File: src/hdl/fmpq_pkg.sv
// types, constants and codes shared by the fifo / max priority queue block
// depends on nothing; every other file takes names from here by scope
`timescale 1ns / 1ps

package fmpq_pkg;

    // storage depth in cells and derived widths
    localparam int DEPTH  = 64;
    localparam int IDX_W  = (DEPTH > 1) ? $clog2(DEPTH) : 1;
    localparam int DATA_W = 32;

    // action codes of a command
    localparam logic [1:0] ACT_ARRIVE        = 2'd0;
    localparam logic [1:0] ACT_SERVE_OLDEST  = 2'd1;
    localparam logic [1:0] ACT_SERVE_LARGEST = 2'd2;

    // result status codes
    typedef enum logic [1:0] {
        STAT_STORED = 2'd0,
        STAT_SERVED = 2'd1,
        STAT_EMPTY  = 2'd2,
        STAT_FULL   = 2'd3
    } t_status;

    typedef enum logic {
        ST_IDLE,
        ST_SCAN
    } t_state;

    // command transaction
    typedef struct packed {
        logic [1:0]        action;
        logic [DATA_W-1:0] item_value;
    } t_cmd;

    // result transaction
    typedef struct packed {
        logic [DATA_W-1:0] served_number;
        t_status           status;
    } t_result;

    // contents of one cell
    typedef struct packed {
        logic              occ;
        logic [DATA_W-1:0] number;
        logic [DATA_W-1:0] value;
    } t_entry;

    // running best passed from cell to cell
    typedef struct packed {
        logic [DATA_W-1:0] value;
        logic [DATA_W-1:0] number;
        logic [IDX_W-1:0]  pos;
    } t_wave;

    // controls broadcast to every cell
    typedef struct packed {
        logic             write_en;
        logic             shift_en;
        logic [IDX_W-1:0] pick;
    } t_cell_ctl;

endpackage

File: src/hdl/fmpq_cell.sv
// one storage cell of the queue chain: entry, occupancy and one step of the max wave
// depends on fmpq_pkg
`timescale 1ns / 1ps

module fmpq_cell (
    input  logic                       i_clk,
    input  logic                       i_rst_n,
    input  fmpq_pkg::t_cell_ctl        i_ctl,
    input  logic [fmpq_pkg::IDX_W-1:0] i_index,
    input  logic [fmpq_pkg::DATA_W-1:0] i_new_value,
    input  logic [fmpq_pkg::DATA_W-1:0] i_new_number,
    input  logic                       i_left_occ,
    input  fmpq_pkg::t_entry           i_right,
    input  fmpq_pkg::t_wave            i_wave,
    output fmpq_pkg::t_entry           o_entry,
    output fmpq_pkg::t_wave            o_wave
);

    logic                        r_occ, n_occ;
    logic [fmpq_pkg::DATA_W-1:0] r_number, n_number;
    logic [fmpq_pkg::DATA_W-1:0] r_value, n_value;
    fmpq_pkg::t_wave             r_wave, n_wave;
    logic                        own_wins;

    always_comb begin
        n_occ    = r_occ;
        n_number = r_number;
        n_value  = r_value;
        // first free cell takes an arrival
        if (i_ctl.write_en && !r_occ && i_left_occ) begin
            n_occ    = 1'b1;
            n_number = i_new_number;
            n_value  = i_new_value;
        end else if (i_ctl.shift_en && (i_index >= i_ctl.pick)) begin
            // close the gap left by the served entry
            n_occ    = i_right.occ;
            n_number = i_right.number;
            n_value  = i_right.value;
        end
    end

    // earlier cells win ties, so only a strictly larger value replaces
    assign own_wins = r_occ && ((i_index == '0) || (r_value > i_wave.value));

    always_comb begin
        if (own_wins) begin
            n_wave.value  = r_value;
            n_wave.number = r_number;
            n_wave.pos    = i_index;
        end else begin
            n_wave = i_wave;
        end
    end

    always_ff @(posedge i_clk) begin
        if (!i_rst_n) begin
            r_occ <= 1'b0;
        end else begin
            r_occ <= n_occ;
        end
    end

    always_ff @(posedge i_clk) begin
        r_number <= n_number;
        r_value  <= n_value;
        r_wave   <= n_wave;
    end

    assign o_entry.occ    = r_occ;
    assign o_entry.number = r_number;
    assign o_entry.value  = r_value;
    assign o_wave         = r_wave;

endmodule

File: config.mk
export PLATFORM = sky130hd
export DESIGN_NAME = fmpq_cell
export DESIGN_NICKNAME = d
export VERILOG_FILES = /design/src/hdl/fmpq_pkg.sv /design/src/hdl/fmpq_cell.sv
export SDC_FILE = /design/constraint.sdc
export NUM_CORES = 1
export LEC_CHECK = 0
export ABC_AREA = 1
export BUFFER_PORTS_ARGS = -buffer_cell sky130_fd_sc_hd__buf_2
export CAP_MARGIN = 40
export CELL_PAD_IN_SITES_DETAIL_PLACEMENT = 0
export CELL_PAD_IN_SITES_GLOBAL_PLACEMENT = 1
export CORE_MARGIN = 3
export CORE_UTILIZATION = 31
export DETAILED_ROUTE_END_ITERATION = 8
export PLACE_DENSITY_LB_ADDON = 0.1
export SLEW_MARGIN = 20
export SYNTH_ARGS = -nofsm -noshare
export SYNTH_HDL_FRONTEND = slang
export SYNTH_SLANG_ARGS = --single-unit
File: constraint.sdc
create_clock -name i_clk -period 3.46 [get_ports i_clk]
set_clock_uncertainty 0.15 [all_clocks]
set_input_delay 0.173 -clock i_clk [delete_from_list [all_inputs] [get_ports i_clk]]
set_output_delay 0.173 -clock i_clk [all_outputs]
set_load 0.01 [all_outputs]
==> impl_results.md, run 1 <==
- Worst-Skew Late Latency: about 0.41 ns
- Routed wire length per instance: roughly 15 um
- Period utilization: between 80 and 90%
- Clock root buffer: clkbuf_16
- Worst path most repeated cell: nand2_1
- Adder and majority cell fraction of the synthesized area: 7.62%
- Worst-Margin Slew: roughly 0.64 ns
- WL final: between 20000 and 25000 um
- Seq/Total Area, Yosys: 53.6%
- Setup TNS: 0 ns
- Htree depth: 4
- Simple-gate portion of the synthesized area: around 30%
- Mapped cell area: about 6200 sq um
- Final hold viol count: 0
- Postcts setup bufs: 0
- CP Capture Type: flip-flop
- Cell area power density: between 400 and 500 nW/um^2
- RSZ-0062 raised after global routing: no
- Power Internal: ~3.6 mW
- First-pass GRT wire length: roughly 36000 um
- Mapped Cells: ~760
- Yosys cell types: 23
- Number of antenna violations at the first check in global routing: 1
- Remaining global-route overflow: 0
- #FFs+latches synth: approximately 140
- F_max: between 0.3 and 0.4 GHz
- HPWL after DPL: 16200 um
- DP Cell Count: between 1000 and 1500
- Number of diodes: 0
- Number of max-cap violations: 0
- CORE AREA: between 15000 and 20000 sq um
- Logic pwr share: 23.2%
- Share of post-route cells with drive strength above 1: 30.3%
- CTS clk-pin slew, worst paths: roughly 0.070 ns
- Crit Reg-Reg Startpoint: r_value[15]$_DFFE_PP_
- Total power: 4.96 mW
- Iter 0 DRT Violations: roughly 240
- DIE AREA: roughly 22000 sq um
- Post-route insts no fill: approximately 1600
- Worst r2r dst: o_wave[0]$_DFF_P_
- Synth top area share: just over 30%
- Cells along the critical path: dlygate4sd3_1 > buf_2 > inv_1 > ha_1 > a21oi_1 > o21ai_0 > a21oi_1 > nand2_1 > nand2_1 > nand2_1 > nand2_1 > nand2_4 > nand2_8 > buf_12 > nand2_1 > nand2_1 > dlygate4sd3_1
- Met3 wire len: between 1500 and 2000 um
- Worst stage delay on the critical path: around 0.54 ns
- Buffers on Ports: 350
- Tmin final: between 3 and 4 ns
- Worst VDD drop: approximately 0.28 mV
- Commonest non-fill, non-tap cell in the layout: nand2_1
- CP Data Arrival Time: 3.28 ns
- Vias in the first global route: 7013
- RePlAce Congestion: just under 0.8
- DRT Pass-1 Iters: 7
- Largest net degree at the start of global routing: 74
- Routed Antenna Nets: 0
- Die Y: 148 um
- Synthesis-to-layout area growth: 75.5%
- Mux contribution to synthesized area: 0%
- Die width: 148 um
- Lkg Pwr: around 5.8 nW
- Commonest cells after routing, fill and taps aside: nand2_1, buf_2, dlygate4sd3_1
- Vias: approximately 6900
- Sw Pwr: 1.40 mW
- Critical path class: input port to flip-flop
- Slew Limit Fails: 0
- All-layer global routing usage: a little over a fifth
- HP Start: i_index[0]
- Worst Path Buf+Inv: 5
- Synth Area in Compound Gates: under 10%
- Final setup vio count: 0
- Clk network pwr share: a little under two fifths
- Clock tree sinks: around 140
- Rel. slew slack: between 50 and 60%
- Rows: 51
- Drt drc: 0
- Vias per cell: about 4.3
- Worst-path fanout max: 46
- Metal2 WL: 11900 um
- Hold Path Class: input port to flip-flop
- # fillers: about 1900
- Cell family with most CP delay: buffers and inverters
- Crit path from: i_wave[51]
- Status: complete, no violations
- Syn_nets: about 1000
- CTS tree: done
- CP Launch Type: input port
- Main area contributors after synthesis: edfxtp_1, nand2_1, dfxtp_1, ha_1, nand3_1
- Switching power share of the total: between 20% and 30%
- Worst Path Required: roughly 3.7 ns
- FF-to-FF path depth: 16
- Area after DPL: just over 8000 sq um
- Ys Warns: 0
- M1 WL: 8980 um
- Crit path capture: o_wave[0]$_DFF_P_
- Clock Tree Buf Depth: 2
- Top layer in use: met5
- Slowest CP cell: dlygate4sd3_1
- Initial Utilization: about a third
- Final nets: 1562
- Syn Area/Cell: ~8.2 sq um
- Main combinational cell family by area after synthesis: simple AND/OR/NAND/NOR gates
- Clock buffer count from CTS: 17
- Register-to-register path setup slack: ~0.4 ns
- Final instance area: about 11000 sq um
- Post-Synth XOR/XNOR Area: 0%
- Number of I/O pins: 351
- Worst path depth: 17
- Flop pwr share: around two fifths
- Area leader, netlist: edfxtp_1
-- power by group through the flow --
| stage | clock, mW | combinational, mW | sequential, mW |
|---|---|---|---|
| after floorplan | 0 | 0.389 | 2.06 |
| after global placement | 0 | 0.918 | 1.98 |
| after CTS | 1.92 | 1.15 | 1.95 |
| final | 1.86 | 1.15 | 1.95 |
| after global routing | 1.97 | 1.28 | 1.97 |
| after detailed placement | 0 | 0.918 | 1.98 |
-- layer usage --
metal	vias up	global-route usage, %
met1	3079	22.4
met5	-	0
met2	248	39.0
met4	2	6.14
met3	26	6.50
li1	3517	-
-- kinds of logic (layout without fill, tap and decap cells) --
kind of cell | count (synthesis) | count (layout)
compound gates | 21 | 21
flops | 135 | 135
buf+inv | 90 | 653
simple gates | 474 | 474
fa+ha+maj | 38 | 38
-- tightest hold or removal path: stages --
cell	delay [ns]
buf_2	0.10
nor2_1	0.05
nand2_1	0.13
nand2_4	0.19
nand3_1	0.12
nand2_1	0.05
-- worst min path at each step --
stage	endpoint	slack, ns	cells past startpoint
finish	o_wave[7]$_DFF_P_	0.32	6
global placement	o_wave[9]$_DFF_P_	0.21	3
CTS	o_wave[7]$_DFF_P_	0.30	6
global route	o_wave[18]$_DFF_P_	0.33	4
floorplan	r_occ$_SDFFE_PN0P_	0.12	2
detailed placement	o_wave[25]$_DFF_P_	0.21	3
-- final cells by class --
class	count	area [sq um]	share of cell area, %
clock inverters	14	174	1.59
repair buffers	568	3960	36.2
well taps	265	332	3.03
multi-input cells	533	2500	22.9
clock buffers	18	429	3.92
flip-flops and latches	135	3350	30.6
inverters	53	199	1.82
-- synthesized netlist by cell type --
| library cell | instances |
|---|---|
| a21oi_1 | 15 |
| a21o_1 | 1 |
| buf_2 | 10 |
| nor4_1 | 1 |
| buf_4 | 1 |
| dfxtp_1 | 71 |
| o211ai_1 | 1 |
| nand2_4 | 2 |
| ha_1 | 38 |
| o21a_1 | 1 |
| buf_6 | 7 |
| inv_2 | 1 |
| nand4_1 | 3 |
| o2111ai_1 | 1 |
| edfxtp_1 | 64 |
| clkbuf_1 | 10 |
| nand2_1 | 379 |
| o21ai_0 | 2 |
| nor2_1 | 16 |
| nand3_1 | 73 |
| inv_1 | 51 |
| buf_1 | 9 |
| clkinv_1 | 1 |
-- repair_timing --
item                                    CTS  global route
endpoints found under the hold margin   135             0
gates resized for setup                   0             1
hold buffers                            206             0
endpoints found under the setup margin    0             5
-- flip-flops by register name, summed over array words and instances (netlist names) --
signal,flops
r_value,32
r_occ,1
o_wave,70
r_number,32
-- metrics by stage --
stage               hold slack, ns  setup slack [ns]  utilization (%)
global route                 0.331            0.0680             55.9
finish                       0.316             0.386             55.9
global placement             0.211             0.867             42.0
floorplan                    0.121             0.701                -
detailed placement           0.212             0.822             42.1
CTS                          0.300             0.269             55.7
(Power assumes the default switching activity.)
==> inputs of run 2 (changes only) <==
--- a/config.mk
+++ b/config.mk
@@ -10,10 +10,12 @@
 export CAP_MARGIN = 40
 export CELL_PAD_IN_SITES_DETAIL_PLACEMENT = 0
 export CELL_PAD_IN_SITES_GLOBAL_PLACEMENT = 1
+export CORE_ASPECT_RATIO = 1.4
 export CORE_MARGIN = 3
 export CORE_UTILIZATION = 31
 export DETAILED_ROUTE_END_ITERATION = 8
 export PLACE_DENSITY_LB_ADDON = 0.1
+export RECOVER_POWER = 50
 export SLEW_MARGIN = 20
 export SYNTH_ARGS = -nofsm -noshare
 export SYNTH_HDL_FRONTEND = slang
==> impl_results.md, run 2 (synthesis gave the netlist of run 1 again) <==
- Flop pwr share: approximately 40%
- RePlAce Congestion: 0.753
- Setup TNS: 0 ns
- Final setup vio count: 0
- Slowest CP cell: dlygate4sd3_1
- Vias in the first global route: 6880
- All-layer global routing usage: a little over a fifth
- F_max: 0.334 GHz
- Area after DPL: between 8000 and 9000 sq um
- Clock buffer count from CTS: 17
- Number of antenna violations at the first check in global routing: 1
- Clk network pwr share: around 38%
- Drt drc: 0
- HPWL after DPL: around 17000 um
- Worst path most repeated cell: nand2_1
- Resized cells post-CTS: 0
- Top layer in use: met5
- Hold Path Class: input port to flip-flop
- Worst-Margin Slew: ~1.2 ns
- Total power: between 4 and 5 mW
- Sequential cell area: roughly 3300 sq um
- Routed wire length per instance: approximately 15 um
- # fillers: between 1500 and 2000
- CP Data Arrival Time: approximately 3.2 ns
- Number of flip-flops in the largest register: 70
- CP Launch Type: input port
- Worst-path fanout max: 28
- Clock Tree Buf Depth: 2
- DRT Pass-1 Iters: 4
- Area of the multi-input gates: ~2500 sq um
- RSZ-0062 raised after global routing: no
- Largest net degree at the start of global routing: 74
- Metal2 WL: between 10000 and 15000 um
- Routed Antenna Nets: 0
- Clock root buffer: clkbuf_16
- Switching power share of the total: ~28%
- CTS clk-pin slew, worst paths: approximately 0.06 ns
- Cell family with most CP delay: buffers and inverters
- Initial Utilization: between 30% and 40%
- Worst Path Buf+Inv: 5
- Cell area power density: around 460 nW/um^2
- Postcts setup bufs: 0
- Final hold viol count: 0
- Iter 0 DRT Violations: ~250
- Commonest cells after routing, fill and taps aside: nand2_1, buf_2, dlygate4sd3_1
- Power Internal: approximately 3.5 mW
- Tmin final: between 2 and 3 ns
- Vias per cell: 4.33
- Share of post-route cells with drive strength above 1: between 10% and 20%
- First-pass GRT wire length: ~36000 um
- CORE AREA: 19500 sq um
- Rows: 60
- CP Capture Type: flip-flop
- Die width: between 100 and 150 um
- Sw Pwr: around 1.4 mW
- M1 WL: between 8000 and 9000 um
- Remaining global-route overflow: 0
- Critical path class: input port to flip-flop
- CTS tree: done
- Worst Path Required: around 3.7 ns
- Slew Limit Fails: 0
- Period utilization: around 87%
- Status: complete, no violations
- DIE AREA: roughly 22000 sq um
- Worst stage delay on the critical path: between 0.5 and 0.6 ns
- Hold Buf Count CTS: around 210
- Logic pwr share: approximately 22%
- Number of max-cap violations: 0
- WL final: between 20000 and 25000 um
- Final instance area: about 11000 sq um
- Number of I/O pins: around 350
- Lkg Pwr: approximately 5.4 nW
- Htree depth: 4
- Vias: approximately 6800
- Worst-Skew Late Latency: just over 0.4 ns
- Clock tree sinks: between 100 and 150
- Met3 wire len: roughly 1600 um
- Die Y: around 170 um
- Final nets: 1562
- Buffers on Ports: 350
- Synthesis-to-layout area growth: 71.6%
- Rel. slew slack: approximately 22%
- Commonest non-fill, non-tap cell in the layout: nand2_1
- Cells along the critical path: dlygate4sd3_1 > buf_2 > inv_1 > ha_1 > a21oi_1 > nand2_1 > nand2_1 > nand3_1 > a21oi_1 > nand2_1 > nand2_1 > nand2_4 > nand2_4 > buf_12 > nand2_1 > nand2_1 > dlygate4sd3_1
- Worst VDD drop: between 0.3 and 0.4 mV
==> run 2: worst paths after layout <==
path	to	cells past startpoint	from	slack [ns]
hold / removal	o_wave[19]$_DFF_P_	4	i_wave[19]	0.33
setup / recovery	o_wave[2]$_DFF_P_	17	i_wave[57]	0.46
setup reg to reg	o_wave[4]$_DFF_P_	13	r_value[31]$_DFFE_PP_	0.51
hold reg to reg	o_wave[34]$_DFF_P_	2	r_number[28]$_DFFE_PP_	0.35
==> run 2: worst register-to-register path, cell delays in order, from the launching register on <==
cell           delay (ns)
edfxtp_1             0.42
ha_1                 0.32
nand2_1              0.07
nor2_1               0.13
nand2_1              0.11
nor2_1               0.19
nand2_1              0.07
nand2_1              0.05
nand2_1              0.07
nand2_4              0.08
buf_4                0.42
nand3_1              0.16
nand2_1              0.10
dlygate4sd3_1        0.54
==> run 2: metrics by stage <==
step / setup slack (ns) / hold slack (ns) / utilization (%) / cells
finish: 0.463 / 0.334 / 54.8 / 1570
global route: 0.193 / 0.336 / 54.8 / 1569
global placement: 0.928 / 0.210 / 42.0 / 1330
CTS: 0.424 / 0.312 / 55.6 / 1568
detailed placement: 0.931 / 0.215 / 42.0 / 1330
floorplan: 0.701 / 0.121 / - / 758
==> run 2: final cells by class <==
type / instances / area share (%)
timing repair buffer: 568 / 35.1
sequential: 135 / 31.2
tap: 248 / 2.90
antenna: 1 / 0.0234
inverter: 53 / 1.86
clock inverter: 12 / 1.41
multi-input combinational: 533 / 23.3
clock buffer: 20 / 4.17
==> run 2: power by group through the flow <==
stage | registers [mW] | logic, mW | clock network (mW)
detailed placement | 1.98 | 0.920 | 0
finish | 1.95 | 1.09 | 1.86
floorplan | 2.06 | 0.389 | 0
CTS | 1.95 | 1.15 | 1.90
global placement | 1.98 | 0.920 | 0
global route | 1.97 | 1.22 | 1.97
==> run 2: metal layers <==
metal,vias up,track usage [%]
met3,37,5.73
met4,2,8.54
li1,3514,-
met2,242,38.9
met5,-,0
met1,3002,21.6
